### config.mk
export PLATFORM = sky130hd
export DESIGN_NAME = frame_dirty_region_finder
export DESIGN_NICKNAME = d
export VERILOG_FILES = /design/src/hdl/fdrf_pkg.sv /design/src/hdl/frame_dirty_region_finder.sv
export SDC_FILE = /design/constraint.sdc
export NUM_CORES = 1
export LEC_CHECK = 0
export ABC_AREA = 1
export BUFFER_PORTS_ARGS = -buffer_cell sky130_fd_sc_hd__buf_2
export CAP_MARGIN = 20
export CORE_ASPECT_RATIO = 0.7
export CORE_MARGIN = 2
export CORE_UTILIZATION = 40
export CTS_CLUSTER_DIAMETER = 60
export CTS_CLUSTER_SIZE = 10
export DETAILED_ROUTE_END_ITERATION = 12
export GPL_TIMING_DRIVEN = 0
export HOLD_SLACK_MARGIN = 0.03
export PLACE_DENSITY_LB_ADDON = 0.12
export SLEW_MARGIN = 40
export SYNTH_ARGS = -nofsm -noshare
export SYNTH_HDL_FRONTEND = slang
export SYNTH_SLANG_ARGS = --single-unit
### constraint.sdc
create_clock -name i_clk -period 3.5 [get_ports i_clk]
set_clock_uncertainty 0.15 [all_clocks]
set_input_delay 0.35 -clock i_clk [delete_from_list [all_inputs] [get_ports i_clk]]
set_output_delay 0.35 -clock i_clk [all_outputs]
set_load 0.01 [all_outputs]
### src/hdl/fdrf_pkg.sv
// Shared sizes, field widths and payload types for the frame dirty region finder.
`default_nettype none

package fdrf_pkg;

    // Frame geometry in byte columns and rows
    localparam int ROW_BYTES   = 16;
    localparam int ROWS        = 296;
    localparam int BYTE_PIXELS = 8;
    localparam int PIX_SHIFT   = $clog2(BYTE_PIXELS);

    // Counter widths follow the geometry
    localparam int COL_W = (ROW_BYTES > 1) ? $clog2(ROW_BYTES) : 1;
    localparam int ROW_W = (ROWS > 1) ? $clog2(ROWS) : 1;

    localparam logic [COL_W-1:0] COL_LAST = COL_W'(ROW_BYTES - 1);
    localparam logic [ROW_W-1:0] ROW_LAST = ROW_W'(ROWS - 1);

    // Result field widths
    localparam int X_W      = 7;
    localparam int Y_W      = 9;
    localparam int WIDTH_W  = 8;
    localparam int HEIGHT_W = 9;

    // Stream data widths
    localparam int IN_TDATA_W  = 32;
    localparam int RES_W       = 1 + X_W + Y_W + WIDTH_W + HEIGHT_W;
    localparam int OUT_TDATA_W = ((RES_W + 7) / 8) * 8;
    localparam int OUT_PAD_W   = OUT_TDATA_W - RES_W;

    // One byte position, last field in the lowest bits
    typedef struct packed {
        logic [7:0] new_red_byte;
        logic [7:0] new_black_byte;
        logic [7:0] old_red_byte;
        logic [7:0] old_black_byte;
    } t_item;

    // One region result, last field in the lowest bits
    typedef struct packed {
        logic [HEIGHT_W-1:0] region_height;
        logic [WIDTH_W-1:0]  region_width;
        logic [Y_W-1:0]      region_y;
        logic [X_W-1:0]      region_x;
        logic                changed;
    } t_result;

endpackage

`default_nettype wire

### src/hdl/frame_dirty_region_finder.sv
// Frame dirty region finder: tracks changed byte positions and reports their bounding box.
//
// Usage:
//   Slave stream (i_s_*): one byte position of a two-plane e-paper frame per request, in
//   raster order, old and new black and red bytes side by side. Column and row are counted
//   inside, so the first request after reset or after a frame end is column 0, row 0.
//   Master stream (o_m_*): one result per frame, issued for the last byte position of the
//   frame: a changed flag and the bounding region (x and width in pixels, whole bytes).
//   Latency: the result is valid in the cycle after the last byte is accepted.
//   Throughput: one byte position per cycle; the compare and min/max update sit between the
//   input port and the tracker registers, the result formatting before the output register.
//   Stall: while a result waits on i_m_tready, byte positions keep flowing; only the last
//   byte of the next frame is held off until the waiting result is taken.
//   Reset: synchronous, active low; clears the counters, the trackers and the output valid.
//   No result is lost or repeated across stalls.
`default_nettype none

module frame_dirty_region_finder
    import fdrf_pkg::*;
(
    input  wire                    i_clk,
    input  wire                    i_rst_n,
    // Byte position stream
    input  wire                    i_s_tvalid,
    output logic                   o_s_tready,
    // [7:0] old_black_byte, [15:8] old_red_byte, [23:16] new_black_byte,
    // [31:24] new_red_byte
    input  wire [IN_TDATA_W-1:0]   i_s_tdata,
    // Region result stream
    output logic                   o_m_tvalid,
    input  wire                    i_m_tready,
    // [0] changed, [7:1] region_x, [16:8] region_y, [24:17] region_width,
    // [33:25] region_height, [39:34] zero
    output logic [OUT_TDATA_W-1:0] o_m_tdata
);

    t_item            w_item;
    logic             w_diff;
    logic             w_col_last;
    logic             w_row_last;
    logic             w_frame_end;
    logic             w_in_acc;

    logic [COL_W-1:0] r_col, n_col;
    logic [ROW_W-1:0] r_row, n_row;
    logic             r_seen, n_seen;
    logic [COL_W-1:0] r_least_col, n_least_col;
    logic [COL_W-1:0] r_great_col, n_great_col;
    logic [ROW_W-1:0] r_least_row, n_least_row;
    logic [ROW_W-1:0] r_great_row, n_great_row;

    logic             w_upd_seen;
    logic [COL_W-1:0] w_upd_least_col;
    logic [COL_W-1:0] w_upd_great_col;
    logic [ROW_W-1:0] w_upd_least_row;
    logic [ROW_W-1:0] w_upd_great_row;

    logic [COL_W:0]   w_col_span;
    logic [ROW_W:0]   w_row_span;
    t_result          w_res;

    logic             r_out_valid, n_out_valid;
    t_result          r_res;

    assign w_item = t_item'(i_s_tdata);

    // Detect a changed position and the frame end
    assign w_diff      = (w_item.old_black_byte != w_item.new_black_byte) ||
                         (w_item.old_red_byte != w_item.new_red_byte);
    assign w_col_last  = (r_col >= COL_LAST);
    assign w_row_last  = (r_row >= ROW_LAST);
    assign w_frame_end = w_col_last && w_row_last;

    // Hold off only the frame-end request while a result still waits
    assign o_s_tready = !r_out_valid || i_m_tready || !w_frame_end;
    assign w_in_acc   = i_s_tvalid && o_s_tready;

    // Fold this position into the trackers
    always_comb begin
        w_upd_seen      = r_seen;
        w_upd_least_col = r_least_col;
        w_upd_great_col = r_great_col;
        w_upd_least_row = r_least_row;
        w_upd_great_row = r_great_row;
        if (w_diff) begin
            w_upd_seen = 1'b1;
            if (!r_seen || (r_col < r_least_col)) begin
                w_upd_least_col = r_col;
            end
            if (!r_seen || (r_col > r_great_col)) begin
                w_upd_great_col = r_col;
            end
            if (!r_seen || (r_row < r_least_row)) begin
                w_upd_least_row = r_row;
            end
            if (!r_seen || (r_row > r_great_row)) begin
                w_upd_great_row = r_row;
            end
        end
    end

    // Format the region from the updated trackers
    always_comb begin
        w_col_span = (COL_W + 1)'(w_upd_great_col) - (COL_W + 1)'(w_upd_least_col)
                     + (COL_W + 1)'(1);
        w_row_span = (ROW_W + 1)'(w_upd_great_row) - (ROW_W + 1)'(w_upd_least_row)
                     + (ROW_W + 1)'(1);
        if (w_upd_seen) begin
            w_res.changed       = 1'b1;
            w_res.region_x      = X_W'({w_upd_least_col, PIX_SHIFT'(0)});
            w_res.region_y      = Y_W'(w_upd_least_row);
            w_res.region_width  = WIDTH_W'({w_col_span, PIX_SHIFT'(0)});
            w_res.region_height = HEIGHT_W'(w_row_span);
        end else begin
            w_res = '0;
        end
    end

    // Advance counters, clear trackers at the frame end
    always_comb begin
        n_col       = r_col;
        n_row       = r_row;
        n_seen      = r_seen;
        n_least_col = r_least_col;
        n_great_col = r_great_col;
        n_least_row = r_least_row;
        n_great_row = r_great_row;
        if (w_in_acc) begin
            if (w_col_last) begin
                n_col = '0;
                n_row = w_row_last ? '0 : r_row + ROW_W'(1);
            end else begin
                n_col = r_col + COL_W'(1);
            end
            if (w_frame_end) begin
                n_seen      = 1'b0;
                n_least_col = COL_LAST;
                n_great_col = '0;
                n_least_row = ROW_LAST;
                n_great_row = '0;
            end else begin
                n_seen      = w_upd_seen;
                n_least_col = w_upd_least_col;
                n_great_col = w_upd_great_col;
                n_least_row = w_upd_least_row;
                n_great_row = w_upd_great_row;
            end
        end
    end

    // Load the result slot at a frame end, drop it when taken
    always_comb begin
        n_out_valid = r_out_valid;
        if (w_in_acc && w_frame_end) begin
            n_out_valid = 1'b1;
        end else if (i_m_tready) begin
            n_out_valid = 1'b0;
        end
    end

    // Control and tracker registers
    always_ff @(posedge i_clk) begin
        if (!i_rst_n) begin
            r_col       <= '0;
            r_row       <= '0;
            r_seen      <= 1'b0;
            r_least_col <= COL_LAST;
            r_great_col <= '0;
            r_least_row <= ROW_LAST;
            r_great_row <= '0;
            r_out_valid <= 1'b0;
        end else begin
            r_col       <= n_col;
            r_row       <= n_row;
            r_seen      <= n_seen;
            r_least_col <= n_least_col;
            r_great_col <= n_great_col;
            r_least_row <= n_least_row;
            r_great_row <= n_great_row;
            r_out_valid <= n_out_valid;
        end
    end

    // Result payload register
    always_ff @(posedge i_clk) begin
        if (w_in_acc && w_frame_end) begin
            r_res <= w_res;
        end
    end

    assign o_m_tvalid = r_out_valid;
    assign o_m_tdata  = {OUT_PAD_W'(0), r_res};

    // A result only appears after a frame-end request
    a_result_source: assert property (@(posedge i_clk) disable iff (!i_rst_n)
        $rose(r_out_valid) |-> $past(w_in_acc && w_frame_end))
        else $error("result appeared without a frame-end request");

    // Trackers sit at their cleared values until a change is seen
    a_clear_trackers: assert property (@(posedge i_clk) disable iff (!i_rst_n)
        !r_seen |-> (r_least_col == COL_LAST) && (r_great_col == '0) &&
                    (r_least_row == ROW_LAST) && (r_great_row == '0))
        else $error("trackers not cleared while no change seen");

    // Bounds stay ordered once a change is seen
    a_bounds_order: assert property (@(posedge i_clk) disable iff (!i_rst_n)
        r_seen |-> (r_least_col <= r_great_col) && (r_least_row <= r_great_row))
        else $error("tracked bounds out of order");

    // An unchanged frame reports an all-zero region
    a_zero_region: assert property (@(posedge i_clk) disable iff (!i_rst_n)
        (r_out_valid && !r_res.changed) |-> (r_res == '0))
        else $error("unchanged frame with nonzero region");

    // Row and column counters never pass the last row and column
    a_row_range: assert property (@(posedge i_clk) disable iff (!i_rst_n)
        (r_row <= ROW_LAST) && (r_col <= COL_LAST))
        else $error("position counter out of range");

endmodule

`default_nettype wire
# After elaboration in Yosys (flattened, before gate mapping)

Index checks and enable logic that the tools add are counted.

Order comparisons: 6
Reductions and logical operators: 15
Equal/unequal tests: 2
Multiplexer cells: 19
$add $sub $neg: 6

Operator list:

| cell                  | count |
|---|---|
| $mux W9               | 7 |
| $mux W4               | 7 |
| $add A9 B1 Y9 const B | 2 |
| $ne A8 B8 Y1          | 2 |
| $ge A9 B9 Y1 const B  | 1 |
| $gt A9 B9 Y1          | 1 |
| $lt A9 B9 Y1          | 1 |
| $sub A9 B9 Y9         | 1 |
| $logic_or A1 B1 Y1    | 7 |
| $add A5 B1 Y5 const B | 1 |
| $mux W1               | 5 |
| $sub A4 B4 Y5         | 1 |
| $add A4 B1 Y4 const B | 1 |
| $ge A4 B4 Y1 const B  | 1 |
| $gt A4 B4 Y1          | 1 |
| $lt A4 B4 Y1          | 1 |
| $logic_and A1 B1 Y1   | 3 |
| $logic_not A1 Y1      | 3 |
| $reduce_and A2 Y1     | 1 |
| $reduce_bool A2 Y1    | 1 |

Logic and storage cells: 63
Register bits: 75

# Depth between registers and ports, before layout

Gate-level depths: netlist of the first run.

Word-level depth: 7
Depth in mapped cells: 28

# Least setup slack after synthesis of the first run

No wires, ideal clock.

Path kind: register to register
Start point: register r_row[8]
End point: register r_res (netlist bit o_m_tdata[32]) (data pin)
Data arrival time: 3080 ps
Library setup time: 249 ps
Path buffers: 0
Stages on the path, launching flop included: 25
Clock period less this slack: 3479 ps
Path slack: 21 ps
Path through: dfxtp_1 > ha_1 > nand2_1 > nor2_1 > nand3b_1 > nand3_1 > nand2_1 > nand2_1 > nand2_4 > or2_2 > nand2_1 > ha_1 > inv_1 > ha_1 > inv_1 > fa_1 > nor2_1 > o21ai_0 > nand2_1 > nand2_1 > nand2_1 > a21oi_1 > xnor2_1 > nand2_1 > inv_1

Cells in the longest elaborated chain, start to end: 6
Elaborated cells on any way between the ends: 10

RTL lines:

| item                                         | RTL line                                                         | source |
|---|---|---|
| start: declaration                           | frame_dirty_region_finder.sv:45                                  | `logic [ROW_W-1:0] r_row, n_row;` |
| start signal: assignment                     | frame_dirty_region_finder.sv:174                                 | `r_row <= n_row;` |
| $gt A9 B9 Y1 or $lt A9 B9 Y1 (tied branches) | frame_dirty_region_finder.sv:96, frame_dirty_region_finder.sv:93 |  |
| $logic_or A1 B1 Y1 (on tied branches)        | frame_dirty_region_finder.sv:96, frame_dirty_region_finder.sv:93 |  |
| $mux W9 (on tied branches)                   | frame_dirty_region_finder.sv:96, frame_dirty_region_finder.sv:93 |  |
| $mux W9                                      | frame_dirty_region_finder.sv:85                                  | `if (w_diff) begin` |
| $sub A9 B9 Y9 (*)                            | frame_dirty_region_finder.sv:106                                 | `w_row_span = (ROW_W + 1)'(w_upd_great_row) - (ROW_W + 1)'(w_upd_least_row)` |
| $add A9 B1 Y9 (*)                            | frame_dirty_region_finder.sv:107                                 | `+ (ROW_W + 1)'(1);` |
| end signal: assignment                       | frame_dirty_region_finder.sv:187                                 | `r_res <= w_res;` |
| end: declaration                             | frame_dirty_region_finder.sv:63                                  | `t_result r_res;` |

Mark *: on every way between the ends. The rest lies on a longest branch, timed or not.
A chain may end at the register's enable or synchronous reset.

# Worst setup path after layout of the first run

Start point: register r_row[7]
End point: register r_res (netlist bit o_m_tdata[32]) (data pin)

The elaborated chain is that of the path after synthesis.

==> reports/results.ini, run 1 <==
[outcome]
status=finished with violations
violations=negative setup slack

[yosys]
synth_top_area_share=0.179
synth-main-ff-cell=dfxtp_1
syn_avg_cell_area_sq_um=7.44
seq_area_frac_synth=0.353
synth_edf_count=28
synth_area_sq_um=4710
yosysWarnings=0
synth-seq-cells=69
netlist_top_cells_area=edfxtp_1, dfxtp_1, ha_1, nand2_1, inv_1
yosysTopAreaCell=edfxtp_1
synthTopCellsByCount=nand2_1, inv_1, nor2_1, ha_1, a21oi_1
ys_types=38
synth_cells=633
yosysMostFrequentCell=nand2_1
ys_async_sr_fraction=0

[worst_setup_path]
cp_slowest_cell=fa_2
critPathMaxStageDelay_ps=390
path_cells=ha_1, nand2_2, nor2_4, nand3b_1, nand3_1, nand2_1, nand2_2, nand2_4, or2_4, nand2_4, ha_4, inv_2, ha_4, inv_2, fa_2, nor2_2, o21ai_1, nand2_1, nand2_2, nand2_2, a21oi_2, xnor2_1, nand2_1, inv_1
crit_type=reg2reg
cpLargestDelayFamily=simple AND/OR/NAND/NOR gates
startpoint=r_row[7]$_SDFFE_PN0P_
crit_end=o_m_tdata[32]$_SDFFCE_PN0P_
crit_path_start_kind=flop
reg2reg_depth=24
cp_max_fo=6
path_common_cell=nand2_2
cp_num_cells=24
regToRegStartpoint=r_row[7]$_SDFFE_PN0P_
crit_required_ps=3450
arrival_ps=3500
reg2reg_slack_ps=-50
crit_path_end_kind=flop
regToRegEndpoint=o_m_tdata[32]$_SDFFCE_PN0P_
critical_path_buf_inv_count=3

[floorplanning]
fp-row-count=33
die_y_microns=94.8
fp.dieW_microns=134
die-area_sq_um=12700
start_util=0.406
ios=78
coreArea_sq_um=11600

[clock_network]
cts_buffers=9
path_clk_slew_ps=60
clockBufferDepth=2
cts.sinks=69
clk_latency_ps=340
cts_root_buf=clkbuf_16
cts_tree=built
h-tree-depth=3

[placement]
finalWeightedCongestion=0.867
place.port_buffers=65
dp_hpwl_microns=8820
placed_area_sq_um=5290

[sta]
setup_ws_ps=-51.5
report.final.setup_viol=1
fin_crit_ps=3550
tns_ps=-51.5
rsz0062_at_grt=yes
period_share=1.01
maxSlewHeadroom=0.625
final_hold_viol_count=0
worst_pin_slew_ps=562
fmax_mhz=282
slew_viol_final=0

[grt]
antenna_found_initial=0
grt.overflow.total=0
grt_pass1_vias=4039
grt_max_degree=22
grt_usage=0.196
grt_pass1_wl_microns=19300

[route]
vias_per_cell=4.81
avgRoutedWirePerCell_microns=13.8
first_pass_iters=4
antenna_left=0
drc_errors=0
drt_iter0_drc=182
wl_microns=12500
via_count=4375

[final_layout]
nets=833
antenna_cells=0
fin_area_sq_um=6440
syn_to_final_growth_pct=36.8
final-seq-area_sq_um=1700
multi_input_area_sq_um=3050
num-fill-cells=1066
final_core_utilization=0.555
layout-drive-gt1-share=0.332

[power]
power.leakage_nw=3.03
ir_worst_vdd_mv=0.216
power_density_nw_per_um2=327

[worst_hold_path]
whs_path_depth=3
hold_path.class=in2reg

[job]
maxCapViolations=0

worst register-to-register path: stages (launching register included):
cell and delay (ps):
dfxtp_4 380, ha_1 300, nand2_2 70, nor2_4 120, nand3b_1 80, nand3_1 70
nand2_1 70, nand2_2 90, nand2_4 100, or2_4 290, nand2_4 90, ha_4 200
inv_2 60, ha_4 130, inv_2 40, fa_2 390, nor2_2 130, o21ai_1 80
nand2_1 90, nand2_2 70, nand2_2 70, a21oi_2 50, xnor2_1 110, nand2_1 60
inv_1 40
report_power, final:
group | switching [W] | internal (W)
sequential | 0.0000124 | 0.000846
clock | 0.000356 | 0.000623
combinational | 0.000150 | 0.000114
placed cells by master (no fill, tap or decap), drive strengths merged:
cell        n
clkinv      2
ha         48
nor2       61
xnor2       4
nor3        7
o21a        3
buf       114
nand4       4
o21ai      40
clkinvlp    2
nand2     164
nand3b      4
a21oi      45
a21o        2
conb       12
fa          2
clkbuf     12
inv       114
bufinv      2
nand3      24
and2        1
or2         4
edfxtp     28
o22ai       4
dfxtp      41
xor2        5
o221ai      1
nor3b       1
a31oi       1
stage by stage:
stage	power [W]	cells	hold WS, ps	setup WS (ps)
after floorplan	0.00104	644	288	21.0
after global placement	0.00110	866	302	-479
after detailed placement	0.00111	867	307	-506
after CTS	0.00210	901	150	5.95
after global routing	0.00219	909	164	-296
final	0.00210	909	159	-51.5
area by class of cell:
cell class	count	share of cell area
clock buffers	10	0.0356
plain buffers	24	0.0282
clock inverters	6	0.0136
repair buffers	92	0.0879
multi-input cells	437	0.473
flip-flops and latches	69	0.264
inverters	114	0.0665
well taps	157	0.0305
worst min path at each step:
stage,slack [ps],endpoint,startpoint
CTS,150,r_col[2]$_SDFFE_PN0P_,i_rst_n
detailed placement,310,r_great_col[1]$_SDFFE_PN0P_,r_great_col[1]$_SDFFE_PN0P_
finish,160,r_col[2]$_SDFFE_PN0P_,i_rst_n
global placement,300,r_least_col[0]$_SDFFE_PN1P_,r_least_col[0]$_SDFFE_PN1P_
floorplan,290,r_least_col[3]$_SDFFE_PN1P_,r_least_col[3]$_SDFFE_PN1P_
global route,160,r_col[3]$_SDFFE_PN0P_,i_rst_n
timing repair:
action                                  4_1_cts  5_1_grt
pin swaps                                    14       34
gates cloned                                  2        0
hold buffers                                  0        0
endpoints found under the setup margin        7        5
resized for setup                            57       71
setup buffers                                16        9
flip-flops by register name (all words and copies together) (netlist names):
| register | count |
|---|---|
| r_great_col | 4 |
| r_least_row | 9 |
| o_m_tdata | 28 |
| r_col | 4 |
| r_row | 9 |
| r_least_col | 4 |
| o_m_tvalid | 1 |
| r_great_row | 9 |
| r_seen | 1 |
logic make-up (layout without fill, tap and decap cells):
group,Yosys count,after routing,share of synthesized area
xor+xnor,9,9,0.0167
fa+ha+maj,50,50,0.136
simple gates,270,270,0.251
buf+inv,138,246,0.129
compound gates,96,96,0.113
flops,69,69,0.353
other cells,1,12,0.000797
metal layers:
layer | GRT usage | vias to the layer above | part of all wire
li1 | - | 2228 | -
met1 | 0.269 | 2022 | 0.49
met2 | 0.320 | 104 | 0.45
met3 | 0.0408 | 21 | 0.040
met4 | 0.0461 | 0 | 0.021
met5 | 0 | - | 0
Note: power is estimated with default switching activity, not from simulation.
==> inputs of run 2 (changes only) <==
--- a/config.mk
+++ b/config.mk
@@ -17,6 +17,7 @@
 export GPL_TIMING_DRIVEN = 0
 export HOLD_SLACK_MARGIN = 0.03
 export PLACE_DENSITY_LB_ADDON = 0.12
+export SETUP_SLACK_MARGIN = 0.02
 export SLEW_MARGIN = 40
 export SYNTH_ARGS = -nofsm -noshare
 export SYNTH_HDL_FRONTEND = slang
==> reports/results.ini, run 2 (synthesis gave the netlist of run 1 again) <==
[worst_setup_path]
crit_type=reg2reg
path_cells=ha_1, nand2_2, nor2_4, nand3b_1, nand3_1, nand2_1, nand2_2, nand2_4, buf_6, buf_6, o21ai_4, ha_4, ha_4, nand2_1, inv_1, nand3_1, o221ai_2, xnor2_2, nand3_1, nand2_1, nor2_1
critPathMaxStageDelay_ps=380
cp_max_fo=6
crit_required_ps=3450
regToRegStartpoint=r_row[7]$_SDFFE_PN0P_
crit_path_end_kind=flop
arrival_ps=3400
crit_path_start_kind=flop
startpoint=r_row[7]$_SDFFE_PN0P_
cp_slowest_cell=dfxtp_4

[grt]
grt_pass1_wl_microns=19500
grt_max_degree=22
grt_usage=0.199
grt_pass1_vias=4061
antenna_found_initial=0
grt.overflow.total=0

[route]
antenna_left=0
first_pass_iters=5
vias_per_cell=4.77
via_count=4358
drc_errors=0
avgRoutedWirePerCell_microns=13.5
wl_microns=12300
drt_iter0_drc=251

[final_layout]
syn_to_final_growth_pct=35.2
layout-drive-gt1-share=0.332
mostFrequentLayoutCells=nand2_1, inv_1, buf_2, nor2_1, a21oi_1
largest_reg_flops=28
fin_area_sq_um=6360
final_core_utilization=0.548
nets=837
antenna_cells=0
mostFrequentLayoutCell=nand2_1

[job]
maxCapViolations=0

[worst_hold_path]
hold_path.class=in2reg
min_from=i_rst_n

[clock_network]
cts.sinks=69
h-tree-depth=3
clk_latency_ps=340
cts_tree=built
cts_root_buf=clkbuf_16
clockBufferDepth=2
path_clk_slew_ps=60
cts_buffers=9

[sta]
final_hold_viol_count=0
fin_crit_ps=3450
fmax_mhz=289
maxSlewHeadroom=0.625
rsz0062_at_grt=yes
tns_ps=0
period_share=0.987
report.final.setup_viol=0
worst_pin_slew_ps=562
setup_ws_ps=45.4
slew_viol_final=0

[placement]
dp_hpwl_microns=8820
finalWeightedCongestion=0.867
place.port_buffers=65
placed_area_sq_um=5290
post-place-ws_ps=-506

[floorplanning]
die-area_sq_um=12700
ios=78
fp-row-count=33
die_y_microns=94.8
start_util=0.406
coreArea_sq_um=11600
fp.dieW_microns=134

[power]
total_power_w=0.00210
power.leakage_nw=3.01
ir_worst_vdd_mv=0.214
power_density_nw_per_um2=330

[outcome]
status=complete, no violations

run 2: changes by cell type in the layout (fill, tap and decap cells not counted), moves of 2 or more:
| cell | before | now |
|---|---|---|
| ha_4 | 26 | 22 |
| inv_1 | 102 | 98 |
| nand2_1 | 143 | 147 |
| buf_6 | 3 | 6 |
| ha_1 | 22 | 25 |
| nand2_4 | 9 | 6 |
| a21oi_4 | 2 | 0 |
| buf_4 | 37 | 39 |
| dfxtp_2 | 11 | 13 |
| inv_2 | 12 | 14 |
| inv_4 | 0 | 2 |
run 2: stage by stage:
step                hold WS, ps  std cells
floorplan                   288        644
global placement            302        866
finish                      157        913
CTS                         150        904
global route                162        913
detailed placement          307        867
run 2: power by group:
| group | switching (W) | internal (W) | total, W |
|---|---|---|---|
| combinational | 0.000149 | 0.000116 | 0.000265 |
| sequential | 0.0000127 | 0.000847 | 0.000860 |
| clock | 0.000353 | 0.000622 | 0.000975 |
| total | 0.000514 | 0.00159 | 0.00210 |
run 2: final timing paths:
path	to	slack, ps	cells past startpoint
worst max-delay path	o_m_tdata[33]$_SDFFCE_PN0P_	50	21
worst min-delay path	r_col[2]$_SDFFE_PN0P_	160	3
worst max register to register	o_m_tdata[33]$_SDFFCE_PN0P_	50	21
worst min register to register	r_great_row[8]$_SDFFE_PN0P_	310	2
run 2: timing repair:
item                                    4_1_cts  5_1_grt
hold buffers                                  0        0
endpoints found under the setup margin        7        5
hold endpoints to repair                      0        0
gates cloned                                  2        0
gates resized for setup                      66       56
buffers inserted                             19        9
pin swaps                                    23       30
run 2: routing by layer:
layer | global-route usage | routed length [microns]
met5 | 0 | 0
met4 | 0.0443 | 118
met3 | 0.0408 | 653
met2 | 0.330 | 5620
met1 | 0.270 | 5950
run 2: final cells by class:
class,instances,area (sq um)
Buffer,24,181
Clock buffer,10,229
Clock inverter,6,87.6
Fill cell,1095,5240
Inverter,114,433
Multi-Input combinational cell,437,2940
Sequential cell,69,1700
Tap cell,157,196
Timing Repair Buffer,96,594
run 2: critical path: cells and delay by family, from the launching register on:
kind | cells | cell delay (ps)
AND/OR/NAND/NOR | 12 | 960
adder cells (fa/ha/maj) | 3 | 800
AO/OA/AOI/OAI | 2 | 420
flip-flops | 1 | 380
buffers and inverters | 3 | 350
XOR/XNOR | 1 | 160
==> inputs of run 3 (changes only) <==
==> constraint.sdc (replaced) <==
create_clock -name i_clk -period 4.25 [get_ports i_clk]
set_clock_uncertainty 0.15 [all_clocks]
set_input_delay 0.425 -clock i_clk [delete_from_list [all_inputs] [get_ports i_clk]]
set_output_delay 0.425 -clock i_clk [all_outputs]
set_load 0.01 [all_outputs]
==> reports/results.ini, run 3 (synthesis gave the netlist of run 1 again) <==
[final_layout]
syn_to_final_growth_pct=19.2
nets=807
mostFrequentLayoutCell=nand2_1
mostFrequentLayoutCells=nand2_1, inv_1, buf_2, nor2_1, ha_1
largest_reg_flops=28
layout-drive-gt1-share=0.186
fin_area_sq_um=5610
antenna_cells=0
final_core_utilization=0.484

[sta]
period_share=0.916
final_hold_viol_count=0
report.final.setup_viol=0
tns_ps=0
hold_ws_ps=234
maxSlewHeadroom=0.623
rsz0062_at_grt=no
fmax_mhz=257
fin_crit_ps=3890
slew_viol_final=0
worst_pin_slew_ps=565

[floorplanning]
die_y_microns=94.8
ios=78
die-area_sq_um=12700
fp-row-count=33
fp.dieW_microns=134
start_util=0.406
coreArea_sq_um=11600

[route]
antenna_left=0
avgRoutedWirePerCell_microns=12.7
first_pass_iters=5
vias_per_cell=4.60
wl_microns=11200
via_count=4059
drt_iter0_drc=202
drc_errors=0

[worst_setup_path]
crit_required_ps=4200
crit_type=reg2reg
arrival_ps=3840
cp_max_fo=8
crit_path_end_kind=flop
crit_path_start_kind=flop

[grt]
grt_busiest_layer=met2
grt_usage=0.186
antenna_found_initial=0
grt_use_met3=0.0408
gr-usage-met1=0.258
grt_max_degree=22
met2_usage=0.297
grt_pass1_wl_microns=18300
grt.overflow.total=0
grt_pass1_vias=3832

[power]
power.leakage_nw=2.78
combPwrFrac=0.109
swShare=0.242
power_density_nw_per_um2=303
ir_worst_vdd_mv=0.158
total_power_w=0.00170
switchingPower_w=0.000412
clockPowerShare=0.473
p_int_w=0.00129
seq_power_share=0.418

[clock_network]
clockBufferDepth=2
cts_tree=built
cts_buffers=9
postCtsSetupBuffers=0
cts.sinks=69
cts_root_buf=clkbuf_16
clk_latency_ps=330
h-tree-depth=3
cts.hold.buffers_added=0
path_clk_slew_ps=60
cts_resized=0

[placement]
placed_area_sq_um=5290
finalWeightedCongestion=0.867
dp_hpwl_microns=8820
place.port_buffers=65

[job]
maxCapViolations=0

[worst_hold_path]
hold_path.class=in2reg

[outcome]
status=complete, no violations

[run 3: critical path, stage by stage (launching register included)]
cell      delay (ps)
dfxtp_1          400
ha_1             320
nand2_1           70
nor2_1           200
nand3b_1         100
nand3_1           90
nand2_1           60
nand2_1          110
nand2_4          120
or2_2            310
nand2_1          110
ha_1             240
inv_1             60
ha_1             170
inv_1             60
fa_1             380
nor2_1           140
o21ai_0           90
nand2_1           80
nand2_1           70
nand2_1           60
a21oi_1           70
xnor2_1          120
nand2_1           60
inv_1             40
[run 3: cell type report]
| class | count | area [sq um] |
|---|---|---|
| Fill cell | 1175 | 5990 |
| Multi-Input combinational cell | 437 | 2490 |
| Sequential cell | 69 | 1660 |
| Inverter | 114 | 428 |
| Timing Repair Buffer | 66 | 340 |
| Clock buffer | 10 | 229 |
| Tap cell | 157 | 196 |
| Buffer | 24 | 178 |
| Clock inverter | 6 | 87.6 |
[run 3: routing by layer]
layer  vias up  wire (microns)
li1       2169               -
met1      1806            5840
met2        75            4820
met3         9             441
met4         0              91
met5         -               0
[run 3: worst paths after layout]
| check | start | to | slack (ps) | cells past startpoint |
|---|---|---|---|---|
| min reg2reg | r_great_col[1]$_SDFFE_PN0P_ | r_great_col[1]$_SDFFE_PN0P_ | 320 | 2 |
| min | i_rst_n | r_col[2]$_SDFFE_PN0P_ | 230 | 3 |
| max reg2reg | r_row[7]$_SDFFE_PN0P_ | o_m_tdata[32]$_SDFFCE_PN0P_ | 360 | 24 |
| max | r_row[7]$_SDFFE_PN0P_ | o_m_tdata[32]$_SDFFCE_PN0P_ | 360 | 24 |
[run 3: power by group through the flow]
| stage | combinational [W] | clock, W | sequential (W) |
|---|---|---|---|
| after detailed placement | 0.000186 | 0 | 0.000725 |
| final | 0.000186 | 0.000805 | 0.000711 |
| after global routing | 0.000217 | 0.000843 | 0.000713 |
| after floorplan | 0.000132 | 0 | 0.000722 |
| after CTS | 0.000186 | 0.000817 | 0.000711 |
| after global placement | 0.000179 | 0 | 0.000725 |
[run 3: per-stage QoR]
step,instances,setup slack [ps]
6_report,883,359
5_1_grt,883,63.8
4_1_cts,883,236
3_5_place_dp,867,244
3_3_place_gp,866,271
2_1_floorplan,644,771
